<file path="src/cpfs_pkg.sv">
package cpfs_pkg;

    localparam int QUEUE_DEPTH_DEF  = 16;
    localparam int FLIGHT_SLOTS_DEF = 8;
    localparam int KEY_BITS_DEF     = 16;
    localparam int REASON_BITS_DEF  = 16;
    localparam int BAND_BITS        = 3;
    localparam int ORDER_BITS       = 32;
    localparam int LIMIT_BITS       = 4;
    localparam logic [LIMIT_BITS-1:0] LIMIT_RESET = 4'd4;

    localparam logic CMD_ENQUEUE  = 1'b0;
    localparam logic CMD_COMPLETE = 1'b1;

    typedef enum logic [2:0] {
        ST_IDLE,
        ST_SCAN,
        ST_APPLY,
        ST_PICK,
        ST_OUT
    } t_state;

endpackage

</file>
<file path="src/coalescing_priority_fetch_scheduler_top.sv">
// Coalescing priority fetch scheduler.
// Input stream (s_axis): tdata carries job_key, job_reason, job_priority,
// tuser carries command (0 enqueue, 1 complete). Output stream (m_axis):
// one result transaction per input transaction, tdata carries dispatch
// key, reason, priority, enqueue_dropped and queued_count, tuser carries
// dispatch_valid. i_cfg_we/i_cfg_wdata write max_in_flight; write it only
// while no transaction is being worked.
// Each item makes two passes over the queue memory, one entry a cycle:
// a key match pass, an apply step that writes the merged or appended
// entry, a selection pass and an output step that records the dispatch.
// A new item is accepted only in the idle state, after the result of the
// last one has been loaded into the output register.
// Reset clears all used bits and the order counter and sets max_in_flight
// to 4; memory contents need no clearing since the used bits gate reads.
// When the receiver stalls the result is held in the output register; the
// next item may be taken and worked, but it waits in the output step until
// the held result is taken, and no further item is accepted meanwhile.
module coalescing_priority_fetch_scheduler_top
    import cpfs_pkg::*;
#(
    parameter int QUEUE_DEPTH  = QUEUE_DEPTH_DEF,
    parameter int FLIGHT_SLOTS = FLIGHT_SLOTS_DEF,
    parameter int KEY_BITS     = KEY_BITS_DEF,
    parameter int REASON_BITS  = REASON_BITS_DEF
) (
    input  logic        i_clk,
    input  logic        i_rst_n,
    input  logic        i_cfg_we,
    input  logic [LIMIT_BITS-1:0] i_cfg_wdata,
    input  logic        s_axis_tvalid,
    output logic        s_axis_tready,
    // job_key, job_reason, job_priority, zero fill
    input  logic [((KEY_BITS+REASON_BITS+BAND_BITS+7)/8)*8-1:0] s_axis_tdata,
    // command
    input  logic        s_axis_tuser,
    output logic        m_axis_tvalid,
    input  logic        m_axis_tready,
    // dispatch_key, dispatch_reason, dispatch_priority, enqueue_dropped,
    // queued_count, zero fill
    output logic [((KEY_BITS+REASON_BITS+BAND_BITS+1+$clog2(QUEUE_DEPTH+1)+7)/8)*8-1:0]
                        m_axis_tdata,
    // dispatch_valid
    output logic        m_axis_tuser
);

    localparam int QA = $clog2(QUEUE_DEPTH);
    localparam int FA = (FLIGHT_SLOTS > 1) ? $clog2(FLIGHT_SLOTS) : 1;
    localparam int CB = $clog2(QUEUE_DEPTH + 1);
    localparam int FC = $clog2(FLIGHT_SLOTS + 1);
    localparam int EW = KEY_BITS + REASON_BITS + BAND_BITS + ORDER_BITS;
    localparam int OW = ((KEY_BITS+REASON_BITS+BAND_BITS+1+CB+7)/8)*8;

    typedef struct packed {
        logic [KEY_BITS-1:0]    key;
        logic [REASON_BITS-1:0] reason;
        logic [BAND_BITS-1:0]   band;
        logic [ORDER_BITS-1:0]  order;
    } t_entry;

    t_state r_state, n_state;

    // configuration and control registers
    logic [LIMIT_BITS-1:0]  r_limit;
    logic [ORDER_BITS-1:0]  r_counter;
    logic [QUEUE_DEPTH-1:0] r_qused;
    logic [CB-1:0]          r_qcount;
    // flight slots are few and all searched at once
    logic [FLIGHT_SLOTS-1:0] r_fused, r_rused;
    logic [KEY_BITS-1:0]     r_fkey  [FLIGHT_SLOTS];
    logic [REASON_BITS-1:0]  r_freason [FLIGHT_SLOTS];
    logic [REASON_BITS-1:0]  r_rreason [FLIGHT_SLOTS];
    logic [BAND_BITS-1:0]    r_rband [FLIGHT_SLOTS];

    // captured input
    logic                   r_cmd;
    logic [KEY_BITS-1:0]    r_key;
    logic [REASON_BITS-1:0] r_reason;
    logic [BAND_BITS-1:0]   r_band;

    // scan bookkeeping
    logic [QA:0]            r_idx;      // address issued
    logic                   r_rdv;      // read data valid
    logic [QA-1:0]          r_rdaddr;
    logic                   r_hit;
    logic [QA-1:0]          r_hit_idx;
    t_entry                 r_hit_ent;
    logic                   r_best_v;
    logic [QA-1:0]          r_best_idx;
    t_entry                 r_best_ent;
    logic                   r_dropped;

    // outputs
    logic                   r_ovalid;
    logic                   r_dv;
    logic [KEY_BITS-1:0]    r_okey;
    logic [REASON_BITS-1:0] r_oreason;
    logic [BAND_BITS-1:0]   r_oband;
    logic                   r_odrop;
    logic [CB-1:0]          r_ocount;

    // memory port
    logic          w_we;
    logic [QA-1:0] w_waddr, w_raddr;
    t_entry        w_wdata, w_rdata;

    cpfs_ram #(.WIDTH(EW), .DEPTH(QUEUE_DEPTH)) u_queue (
        .i_clk  (i_clk),
        .i_we   (w_we),
        .i_waddr(w_waddr),
        .i_wdata(w_wdata),
        .i_raddr(w_raddr),
        .o_rdata(w_rdata)
    );

    assign s_axis_tready = (r_state == ST_IDLE);
    assign m_axis_tvalid = r_ovalid;
    assign m_axis_tuser  = r_dv;
    assign m_axis_tdata  = OW'({r_ocount, r_odrop, r_oband, r_oreason, r_okey});

    // flight slot match for the captured key
    logic          w_fhit;
    logic [FA-1:0] w_fidx;
    always_comb begin
        w_fhit = 1'b0;
        w_fidx = '0;
        for (int i = 0; i < FLIGHT_SLOTS; i++) begin
            if (!w_fhit && r_fused[i] && r_fkey[i] == r_key) begin
                w_fhit = 1'b1;
                w_fidx = FA'(i);
            end
        end
    end

    // is the scanned entry's key in flight
    logic w_rd_inflight;
    always_comb begin
        w_rd_inflight = 1'b0;
        for (int i = 0; i < FLIGHT_SLOTS; i++) begin
            if (r_fused[i] && r_fkey[i] == w_rdata.key) begin
                w_rd_inflight = 1'b1;
            end
        end
    end

    // first free flight slot and busy count
    logic          w_ffree;
    logic [FA-1:0] w_ffidx;
    logic [FC-1:0] w_busy;
    always_comb begin
        w_ffree = 1'b0;
        w_ffidx = '0;
        w_busy  = '0;
        for (int i = 0; i < FLIGHT_SLOTS; i++) begin
            if (r_fused[i]) begin
                w_busy = w_busy + FC'(1);
            end else if (!w_ffree) begin
                w_ffree = 1'b1;
                w_ffidx = FA'(i);
            end
        end
    end

    // first free queue entry
    logic          w_qfree;
    logic [QA-1:0] w_qfidx;
    always_comb begin
        w_qfree = 1'b0;
        w_qfidx = '0;
        for (int i = 0; i < QUEUE_DEPTH; i++) begin
            if (!w_qfree && !r_qused[i]) begin
                w_qfree = 1'b1;
                w_qfidx = QA'(i);
            end
        end
    end

    // limit above the slot count acts as the slot count
    logic [FC-1:0] w_limit;
    assign w_limit = (int'(r_limit) > FLIGHT_SLOTS) ? FC'(FLIGHT_SLOTS) : FC'(r_limit);

    logic w_scan_done;
    assign w_scan_done = r_rdv && (r_idx == (QA+1)'(QUEUE_DEPTH));

    // next state
    always_comb begin
        n_state = r_state;
        unique case (r_state)
            ST_IDLE:  if (s_axis_tvalid && s_axis_tready) n_state = ST_SCAN;
            ST_SCAN:  if (w_scan_done) n_state = ST_APPLY;
            ST_APPLY: n_state = ST_PICK;
            ST_PICK:  if (w_scan_done) n_state = ST_OUT;
            ST_OUT:   if (!r_ovalid || m_axis_tready) n_state = ST_IDLE;
            default:  n_state = ST_IDLE;
        endcase
    end

    // memory port, apply decisions and dispatch decision
    logic   w_app;
    logic   w_do_app;
    logic   w_merge;
    logic   w_disp;
    logic   w_out_go;
    t_entry w_app_ent;
    always_comb begin
        w_raddr   = r_idx[QA-1:0];
        w_app_ent = '0;
        // append request: new job or pending re-request
        if (r_cmd == CMD_ENQUEUE) begin
            w_app            = !w_fhit && !r_hit;
            w_app_ent.reason = r_reason;
            w_app_ent.band   = r_band;
        end else begin
            w_app            = w_fhit && r_rused[w_fidx];
            w_app_ent.reason = r_rreason[w_fidx];
            w_app_ent.band   = r_rband[w_fidx];
        end
        w_app_ent.key   = r_key;
        w_app_ent.order = r_counter;
        w_do_app = (r_state == ST_APPLY) && w_app && w_qfree;
        // upgrade of a waiting entry keeps its order number
        w_merge  = (r_state == ST_APPLY) && (r_cmd == CMD_ENQUEUE) && !w_fhit && r_hit &&
                   ((r_reason > r_hit_ent.reason) || (r_band < r_hit_ent.band));
        w_we    = w_merge || w_do_app;
        w_waddr = w_merge ? r_hit_idx : w_qfidx;
        w_wdata = w_app_ent;
        if (w_merge) begin
            w_wdata        = r_hit_ent;
            w_wdata.reason = r_reason;
            w_wdata.band   = r_band;
        end
        w_disp   = r_best_v && w_ffree && (w_busy < w_limit);
        w_out_go = !r_ovalid || m_axis_tready;
    end

    function automatic logic better(t_entry a, t_entry b);
        return (a.band < b.band) || (a.band == b.band && a.order < b.order);
    endfunction

    always_ff @(posedge i_clk) begin
        if (!i_rst_n) begin
            r_state   <= ST_IDLE;
            r_limit   <= LIMIT_RESET;
            r_counter <= '0;
            r_qused   <= '0;
            r_qcount  <= '0;
            r_fused   <= '0;
            r_rused   <= '0;
            r_ovalid  <= 1'b0;
            r_rdv     <= 1'b0;
            r_idx     <= '0;
            r_hit     <= 1'b0;
            r_best_v  <= 1'b0;
        end else begin
            r_state <= n_state;
            if (i_cfg_we) begin
                r_limit <= i_cfg_wdata;
            end
            // result register: loaded in the output step, cleared when taken
            if (r_state == ST_OUT && w_out_go) begin
                r_ovalid <= 1'b1;
            end else if (m_axis_tready) begin
                r_ovalid <= 1'b0;
            end
            // scan address and read data valid, shared by both passes
            if (r_state == ST_SCAN || r_state == ST_PICK) begin
                if (w_scan_done) begin
                    r_idx <= '0;
                    r_rdv <= 1'b0;
                end else begin
                    r_idx    <= r_idx + 1'b1;
                    r_rdv    <= 1'b1;
                    r_rdaddr <= r_idx[QA-1:0];
                end
            end
            unique case (r_state)
                ST_IDLE: begin
                    if (s_axis_tvalid && s_axis_tready) begin
                        r_cmd    <= s_axis_tuser;
                        r_key    <= s_axis_tdata[KEY_BITS-1:0];
                        r_reason <= s_axis_tdata[KEY_BITS+REASON_BITS-1:KEY_BITS];
                        r_band   <= s_axis_tdata[KEY_BITS+REASON_BITS+BAND_BITS-1:
                                                 KEY_BITS+REASON_BITS];
                        r_hit    <= 1'b0;
                    end
                end
                ST_SCAN: begin
                    // key match against the waiting entries
                    if (r_rdv && r_qused[r_rdaddr] && !r_hit && w_rdata.key == r_key) begin
                        r_hit     <= 1'b1;
                        r_hit_idx <= r_rdaddr;
                        r_hit_ent <= w_rdata;
                    end
                end
                ST_APPLY: begin
                    r_dropped <= w_app && !w_qfree;
                    if (w_do_app) begin
                        r_qused[w_qfidx] <= 1'b1;
                        r_qcount  <= r_qcount + 1'b1;
                        r_counter <= r_counter + 1'b1;
                    end
                    if (r_cmd == CMD_ENQUEUE && w_fhit) begin
                        if (r_reason > r_freason[w_fidx]) begin
                            r_rused[w_fidx]   <= 1'b1;
                            r_rreason[w_fidx] <= r_reason;
                            r_rband[w_fidx]   <= r_band;
                        end
                    end else if (r_cmd == CMD_COMPLETE && w_fhit) begin
                        r_fused[w_fidx] <= 1'b0;
                        r_rused[w_fidx] <= 1'b0;
                    end
                    r_best_v <= 1'b0;
                end
                ST_PICK: begin
                    // best waiting entry whose key is not in flight
                    if (r_rdv && r_qused[r_rdaddr] && !w_rd_inflight) begin
                        if (!r_best_v || better(w_rdata, r_best_ent)) begin
                            r_best_v   <= 1'b1;
                            r_best_idx <= r_rdaddr;
                            r_best_ent <= w_rdata;
                        end
                    end
                end
                ST_OUT: begin
                    if (w_out_go) begin
                        r_dv      <= w_disp;
                        r_odrop   <= r_dropped;
                        r_okey    <= w_disp ? r_best_ent.key : '0;
                        r_oreason <= w_disp ? r_best_ent.reason : '0;
                        r_oband   <= w_disp ? r_best_ent.band : '0;
                        if (w_disp) begin
                            r_qused[r_best_idx] <= 1'b0;
                            r_fused[w_ffidx]    <= 1'b1;
                            r_fkey[w_ffidx]     <= r_best_ent.key;
                            r_freason[w_ffidx]  <= r_best_ent.reason;
                            r_rused[w_ffidx]    <= 1'b0;
                            r_ocount <= r_qcount - 1'b1;
                            r_qcount <= r_qcount - 1'b1;
                        end else begin
                            r_ocount <= r_qcount;
                        end
                    end
                end
                default: ;
            endcase
        end
    end

    assert property (@(posedge i_clk) disable iff (!i_rst_n)
        r_ovalid && !m_axis_tready |=>
            r_ovalid && $stable(m_axis_tdata) && $stable(m_axis_tuser))
        else $error("result changed while stalled");
    assert property (@(posedge i_clk) disable iff (!i_rst_n)
        r_qcount <= CB'(QUEUE_DEPTH))
        else $error("queue count overflow");
    assert property (@(posedge i_clk) disable iff (!i_rst_n)
        r_qcount == CB'($countones(r_qused)))
        else $error("queue count does not match used entries");
    assert property (@(posedge i_clk) disable iff (!i_rst_n)
        m_axis_tvalid && !m_axis_tuser |->
            m_axis_tdata[KEY_BITS+REASON_BITS+BAND_BITS-1:0] == '0)
        else $error("dispatch fields set without a dispatch");

endmodule

</file>
<file path="src/cpfs_ram.sv">
module cpfs_ram #(
    parameter int WIDTH = 8,
    parameter int DEPTH = 16
) (
    input  logic                     i_clk,
    input  logic                     i_we,
    input  logic [$clog2(DEPTH)-1:0] i_waddr,
    input  logic [WIDTH-1:0]         i_wdata,
    input  logic [$clog2(DEPTH)-1:0] i_raddr,
    output logic [WIDTH-1:0]         o_rdata
);

    logic [WIDTH-1:0] r_mem [DEPTH];

    // one write port, registered read
    always_ff @(posedge i_clk) begin
        if (i_we) begin
            r_mem[i_waddr] <= i_wdata;
        end
        o_rdata <= r_mem[i_raddr];
    end

endmodule
</file>
<file path="config.mk">
export PLATFORM = sky130hd
export DESIGN_NAME = coalescing_priority_fetch_scheduler_top
export DESIGN_NICKNAME = d
export VERILOG_FILES = /design/src/cpfs_pkg.sv /design/src/coalescing_priority_fetch_scheduler_top.sv /design/src/cpfs_ram.sv
export SDC_FILE = /design/constraint.sdc
export NUM_CORES = 2
export LEC_CHECK = 0
export BUFFER_PORTS_ARGS = -buffer_cell sky130_fd_sc_hd__buf_2
export CORE_MARGIN = 2
export CORE_UTILIZATION = 43
export CTS_CLUSTER_DIAMETER = 150
export DETAILED_ROUTE_END_ITERATION = 12
export HOLD_SLACK_MARGIN = 0.05
export PLACE_DENSITY = 0.67
export SKIP_CTS_REPAIR_TIMING = 1
export SYNTH_ARGS = -nofsm -noshare
export SYNTH_HDL_FRONTEND = slang
export SYNTH_HIERARCHICAL = 1
export SYNTH_SLANG_ARGS = --single-unit
</file>
<file path="constraint.sdc">
create_clock -name i_clk -period 16 [get_ports i_clk]
set_clock_uncertainty 0.15 [all_clocks]
set_input_delay 1.6 -clock i_clk [delete_from_list [all_inputs] [get_ports i_clk]]
set_output_delay 1.6 -clock i_clk [all_outputs]
set_load 0.005 [all_outputs]
</file>
# After elaboration in Yosys (flattened, before gate mapping)
# Memory sizes are Yosys's and may differ from the RTL's. A register that Yosys moved wholly into a read port is not among the register bits.
# Index checks and enable logic that the tools add are counted.
# word_totals
mem_bits_rw	1480
n_memories	5
register_bits	310
rom_bits	0
latchBits	0
elab_cells	391
# classes
n_addsub	11
n_eq_ne	36
reduce_logical	130
order_cmp	16
muxes	147
n_shift	0
multipliers	0
bitwise	12
div_mod_pow	0
# mem_list
name	depth	width	read_ports	rd_ports_with_merged_regs	write_ports	line_no	source
u_queue.r_mem	16	67	1	1	1	cpfs_ram.sv:13	logic [WIDTH-1:0] r_mem [DEPTH];
r_fkey	8	16	8	0	1	coalescing_priority_fetch_scheduler_top.sv:69	logic [KEY_BITS-1:0] r_fkey [FLIGHT_SLOTS];
r_freason	8	16	1	0	1	coalescing_priority_fetch_scheduler_top.sv:70	logic [REASON_BITS-1:0] r_freason [FLIGHT_SLOTS];
r_rreason	8	16	1	0	1	coalescing_priority_fetch_scheduler_top.sv:71	logic [REASON_BITS-1:0] r_rreason [FLIGHT_SLOTS];
r_rband	8	3	1	0	1	coalescing_priority_fetch_scheduler_top.sv:72	logic [BAND_BITS-1:0] r_rband [FLIGHT_SLOTS];
# ops
cell	n
equality test 16 bit	17
2-to-1 mux 4 bit	23
2-to-1 mux 8 bit	9
2-to-1 mux 1 bit	71
2-to-1 mux 67 bit	1
logical AND 1 bit	63
2-to-1 mux 3 bit	21
2-to-1 mux 16 bit	3
zero test 1 bit	42
adder 32 x 1 -> 32 bit, second input constant	1
greater-than comparator 16 bit	2
< comparator 32 bit	1
one-hot mux 16 bit (2 select lines)	1
one-hot mux 8 bit (2 select lines)	2
adder 4 x 1 -> 4 bit, second input constant	7
AND 8 bit	3
AND reduction 3 bit	7
2-to-1 mux 5 bit	4
2-to-1 mux 19 bit	1
AND 16 bit	1
NOT 16 bit	1
NOT 8 bit	2
OR 16 bit	1
OR 8 bit	2
33 further kinds	66

# Depth between registers and ports, before layout
# logic_depth
word_depth	52
ltp_mapped	26
mapped_depth_nobuf	25

# Modules after synthesis
# Netlist, hierarchy kept.
# modules_own_cells
module	area_per_inst_um2	seq_area_each_um2	instances	cells_each
cpfs_ram	41438.5	33532.2	1	1724
coalescing_priority_fetch_scheduler_top	32910.3	20709.9	1	2510

# Worst setup path before layout
# Ideal clock, no wire load.
# synth_timing
path_kind	flip-flop to flip-flop
from	register r_key[5]
to	memory u_queue/r_mem[0][0] in the netlist's numbering, enable pin
period_less_slack_ps	9225
path_stages_with_launch	16
setup_ps	574
arrival_ps	8500
setup_slack_ps	6775
cell_sequence	edfxtp_1 > buf_6 > xor2_1 > or4_1 > or2_0 > a2111o_1 > or4_1 > buf_4 > a21bo_1 > o211a_1 > a2111o_4 > and2_1 > nand2b_1 > nand2_1 > or3b_2 > nor3_1
# synth_via
elab_chain_cells	40
word_cells_on_any_way	60
classes_between	eq/ne: 8; mux: 21; reduce/logical: 31
# synth_lines
element	line_no	source
start, declared	coalescing_priority_fetch_scheduler_top.sv:76	logic [KEY_BITS-1:0] r_key;
start signal, assigned	coalescing_priority_fetch_scheduler_top.sv:279	r_key <= s_axis_tdata[KEY_BITS-1:0];
equality test 16 bit	coalescing_priority_fetch_scheduler_top.sv:127	if (!w_fhit && r_fused[i] && r_fkey[i] == r_key) begin
logical AND 1 bit	coalescing_priority_fetch_scheduler_top.sv:127	
2-to-1 mux 1 bit	coalescing_priority_fetch_scheduler_top.sv:127	
zero test 1 bit	coalescing_priority_fetch_scheduler_top.sv:127	
logical AND 1 bit (2 in series)	coalescing_priority_fetch_scheduler_top.sv:127	
2-to-1 mux 1 bit	coalescing_priority_fetch_scheduler_top.sv:127	
zero test 1 bit	coalescing_priority_fetch_scheduler_top.sv:127	
logical AND 1 bit (2 in series)	coalescing_priority_fetch_scheduler_top.sv:127	
[22 not listed]	n/a	
2-to-1 mux 1 bit (not written as such)	coalescing_priority_fetch_scheduler_top.sv:213	w_app = w_fhit && r_rused[w_fidx];
logical AND 1 bit	coalescing_priority_fetch_scheduler_top.sv:213	
2-to-1 mux 1 bit	coalescing_priority_fetch_scheduler_top.sv:208	if (r_cmd == CMD_ENQUEUE) begin
logical AND 1 bit (2 in series)	coalescing_priority_fetch_scheduler_top.sv:219	w_do_app = (r_state == ST_APPLY) && w_app && w_qfree;
logical OR 1 bit *	coalescing_priority_fetch_scheduler_top.sv:223	w_we = w_merge || w_do_app;
net w_we	coalescing_priority_fetch_scheduler_top.sv:102	logic w_we;
2-to-1 mux 1 bit *	cpfs_ram.sv:17	if (i_we) begin
2-to-1 mux 1 bit (not written as such) *	cpfs_ram.sv:18	r_mem[i_waddr] <= i_wdata;
end, declared	cpfs_ram.sv:13	
# The timed path passes the listed nets; every way through them passes the cells marked *. The select of a mux whose other input is x is not followed.

# Worst setup path in the final report
# layout_timing
from	register r_key[6]
to	memory r_rreason[4][11] in the netlist's numbering, enable pin
# layout_via
elab_chain_cells	38
word_cells_on_any_way	53
classes_between	order compare: 1; eq/ne: 8; mux: 20; reduce/logical: 23; memory: 1
# layout_lines
element	line_no	source
equality test 16 bit	coalescing_priority_fetch_scheduler_top.sv:127	
logical AND 1 bit	coalescing_priority_fetch_scheduler_top.sv:127	
2-to-1 mux 1 bit	coalescing_priority_fetch_scheduler_top.sv:127	
zero test 1 bit	coalescing_priority_fetch_scheduler_top.sv:127	
logical AND 1 bit (2 in series)	coalescing_priority_fetch_scheduler_top.sv:127	
2-to-1 mux 1 bit	coalescing_priority_fetch_scheduler_top.sv:127	
zero test 1 bit	coalescing_priority_fetch_scheduler_top.sv:127	
logical AND 1 bit (2 in series)	coalescing_priority_fetch_scheduler_top.sv:127	
[20 not listed]	n/a	
2-to-1 mux 3 bit	coalescing_priority_fetch_scheduler_top.sv:127	
memory read (8 x 16 bit)	n/a	
greater-than comparator 16 bit	coalescing_priority_fetch_scheduler_top.sv:302	if (r_reason > r_freason[w_fidx]) begin
2-to-1 mux 1 bit	coalescing_priority_fetch_scheduler_top.sv:302	
2-to-1 mux 1 bit	coalescing_priority_fetch_scheduler_top.sv:301	if (r_cmd == CMD_ENQUEUE && w_fhit) begin
2-to-1 mux 1 bit	coalescing_priority_fetch_scheduler_top.sv:275	unique case (r_state)
2-to-1 mux 1 bit	coalescing_priority_fetch_scheduler_top.sv:240	if (!i_rst_n) begin
2-to-1 mux 1 bit (not written as such)	coalescing_priority_fetch_scheduler_top.sv:304	r_rreason[w_fidx] <= r_reason;
end, declared	coalescing_priority_fetch_scheduler_top.sv:71	
# Parallel ways exist; a longest one is shown, timed or not.

==> results.md <==
* DP HPWL at 104.4 mm
* Crit path from: r_key[6]
* Area Growth Syn to Fin at 12.55%
* Max Slew Vio Count at 0
* Status: finished, final reports clean
* Reg-to-Reg End: r_rreason[4][11]
* Commonest non-fill, non-tap cell in the layout: edfxtp_1
* First-pass GRT wire length at 267.7 mm
* Final hold violations at 0
* Crit share post-route at 0.5209
* GPL Wtd Cong at 0.8849
* Average cell area after synthesis at roughly 18 um2
* Antenna-violating nets left at 0
* Power per Cell Area at 117.9 nW/um2
* Number of buffers created by CTS at 184
* Part of the power in registers at 0.539
* Synth cell types at 86
* Largest net degree at the start of global routing at 163
* Crit end category: flop
* CTS clock-pin slew for the worst setup and hold paths at 60 ps
* Wire per inst at 26.61 um
* Switching pwr at 2.071 mW
* Finish-stage setup viols at 0
* Worst setup SP type: flop
* Sequential cell area fraction in the yosys report at 0.7296
* Comb pwr share at 0.038
* Stages on worst setup path at 18
* Die Area at 176,200 um2
* Clk buf depth at 3
* CTS tree: built
* RSZ-0062 raised after global routing: false
* Path type of the worst setup path: flop to flop
* Core Area at roughly 170,000 um2
* Post-Syn Instances at approximately 4,200
* # clock sinks at 1,857
* Most frequent cells in the layout: edfxtp_1, mux4_2, nand2_1, xnor2_1, clkbuf_16
* Core Rows at 152
* Worst-skew pair later-pin latency at 810 ps
* CP most frequent cell: nand4_1
* Starting Density at 0.4329
* Die W at 419.8 um
* DR top layer: met4
* Synth Warn # at 6
* Met1 Routed Length at 74.95 mm
* Nets at between 4,000 and 5,000
* Hold WC Path Type: flop to flop
* Metal2 WL at 89.61 mm
* Synth Flop Type: edfxtp_1
* R2R depth at 18
* Initial antenna violation count at 7
* CP arrival at 8600 ps
* Post-Synthesis Cell Area at 74,350 um2
* CP peak stage delay at 1270 ps
* Delay-heaviest family, CP: simple AND/OR/NAND/NOR gates
* Sw Share at 0.2098
* Core Util, Final at 0.4872
* Setup TNS at 0 ps
* Peak supply drop at 91.47 uV
* Final WL at around 180 mm
* First-pass DRT Iterations at 6
* Slowest cell on crit path: nor2_2
* Die Y at 419.8 um
* Max-slew headroom at 0.1356
* Vias in the first global route at roughly 40,000
* R2r setup slk at 7670 ps
* MaxCap Viol Count at 0
* Port-buffer cells at 88
* H-Tree Depth at 4
* Met3 wire length at 12.98 mm
* Reg2reg start: r_key[6]
* Gr usage total at 0.2071
* Final min period at approximately 8300 ps
* Worst EP required at 16,270 ps
* 1st-iter DRT viols at 4,541
* Buf+Inv Stages, Crit Path at 2
* Top fanout value on the critical path at 24
* DRC viols at 0
* Vias/cell at between 5 and 6
* Post-synth EDFFs at about 1,700
* Detailed-route via count at 39,685
* Clock share of power at 0.423
* Fmax achieved at approximately 0.12 GHz
* Leakage power at 26.91 nW
* Async set-reset flop share out of synthesis at 0
* Overflow after GRT at 0
* Top Ports at 101
* Worst Tran Pin Value at 1297 ps
* FF+latch count, synth at around 1,900
* Worst path cell trace: xor2_1, nor4_1, nand4_1, o22ai_1, or4_1, inv_1, nor2_2, buf_4, nand2_1, a21oi_1, nor2_1, ha_1, nand4_1, or2_2, a21oi_1, o32a_1, nand4_1, nor2_2
* Critical Path Sink: r_rreason[4][11]
* Root buf cell: clkbuf_16
* Cell-internal power at about 8 mW
* Share of post-route cells with drive strength above 1 at 0.1924
## routing by layer
layer  track usage  vias to the layer above
met1        0.2811                    20645
li1              -                    17121
met4       0.06548                        0
met3       0.03067                      351
met2        0.3448                     1568
met5             0                        -
## how the worst min path moves through the flow
stage | start | endpoint | slack [ps] | depth (start not counted)
after floorplan | r_dropped | r_odrop | 250 | 0
after global placement | u_queue/o_rdata[39] | r_hit_ent[39] | 280 | 0
after detailed placement | u_queue/o_rdata[39] | r_hit_ent[39] | 270 | 0
after CTS | u_queue/o_rdata[39] | r_best_ent[39] | 290 | 0
after global routing | u_queue/o_rdata[39] | r_best_ent[39] | 300 | 0
final | u_queue/o_rdata[39] | r_best_ent[39] | 290 | 0
## kinds of logic (layout without fill, tap and decap cells)
group,count (synthesis),count (layout),share of synthesized area
other cells,1,8,0.00005044
buf+inv,301,630,0.01851
compound gates,530,530,0.05212
fa+ha+maj,85,85,0.01430
mux,357,357,0.09491
simple gates,784,784,0.05278
xor+xnor,319,319,0.03776
flops,1857,1857,0.7296
## metrics by stage
stage / cells / setup WS (ps) / instance area, um2 / total power [mW] / hold WS (ps)
global route: 6879 / 7424 / 83670 / 10.15 / 302.9
finish: 6880 / 7666 / 83680 / 9.869 / 293.8
floorplan: 4240 / 6775 / 74370 / 5.694 / 250.3
detailed placement: 6536 / 7856 / 77830 / 5.803 / 274.9
CTS: 6878 / 7823 / 83670 / 9.941 / 289.4
global placement: 6536 / 7892 / 77830 / 5.798 / 278.5
## power by group through the flow
stage	sequential, mW	combinational (mW)	clock (mW)
2_1_floorplan	5.39	0.303	0
3_3_place_gp	5.42	0.376	0
3_5_place_dp	5.42	0.380	0
4_1_cts	5.32	0.382	4.24
5_1_grt	5.32	0.408	4.42
6_report	5.32	0.378	4.17
## state kept, by name, summed over array words and instances, names as in the netlist, 5 cells and up, named ones only
name / count
r_best_ent: 67
r_okey: 16
r_qused: 16
r_fused: 8
r_key: 16
r_hit_ent: 67
r_ocount: 5
r_rband: 24
r_rreason: 128
r_freason: 128
u_queue/o_rdata: 67
u_queue/r_mem: 1072
r_oreason: 16
r_fkey: 128
r_qcount: 5
r_idx: 5
r_counter: 32
r_reason: 16
## cells in the mapped netlist (all sizes together), types with 71 or more instances
cell	number	share of area
nor2	132	0.0067
o21ai	87	0.0059
dfxtp	152	0.041
nand2	257	0.013
a21oi	89	0.0060
xor2	117	0.014
edfxtp	1705	0.69
nand3	71	0.0048
ha	85	0.014
xnor2	201	0.024
mux4	273	0.083
a22oi	135	0.014
inv	86	0.0043
clkbuf	124	0.0063
buf	90	0.0079
## layout make-up
cell class                      instances  area, um2
Fill cell                           14090      88060
Sequential cell                      1857      54250
Multi-Input combinational cell       2082      19050
Clock buffer                          264       5179
Tap cell                             2310       2890
Timing Repair Buffer                  201       1314
Clock inverter                         78      661.9
Inverter                               87      326.6
Antenna cell                            1      2.502
Note: power is estimated with default switching activity, not from simulation.
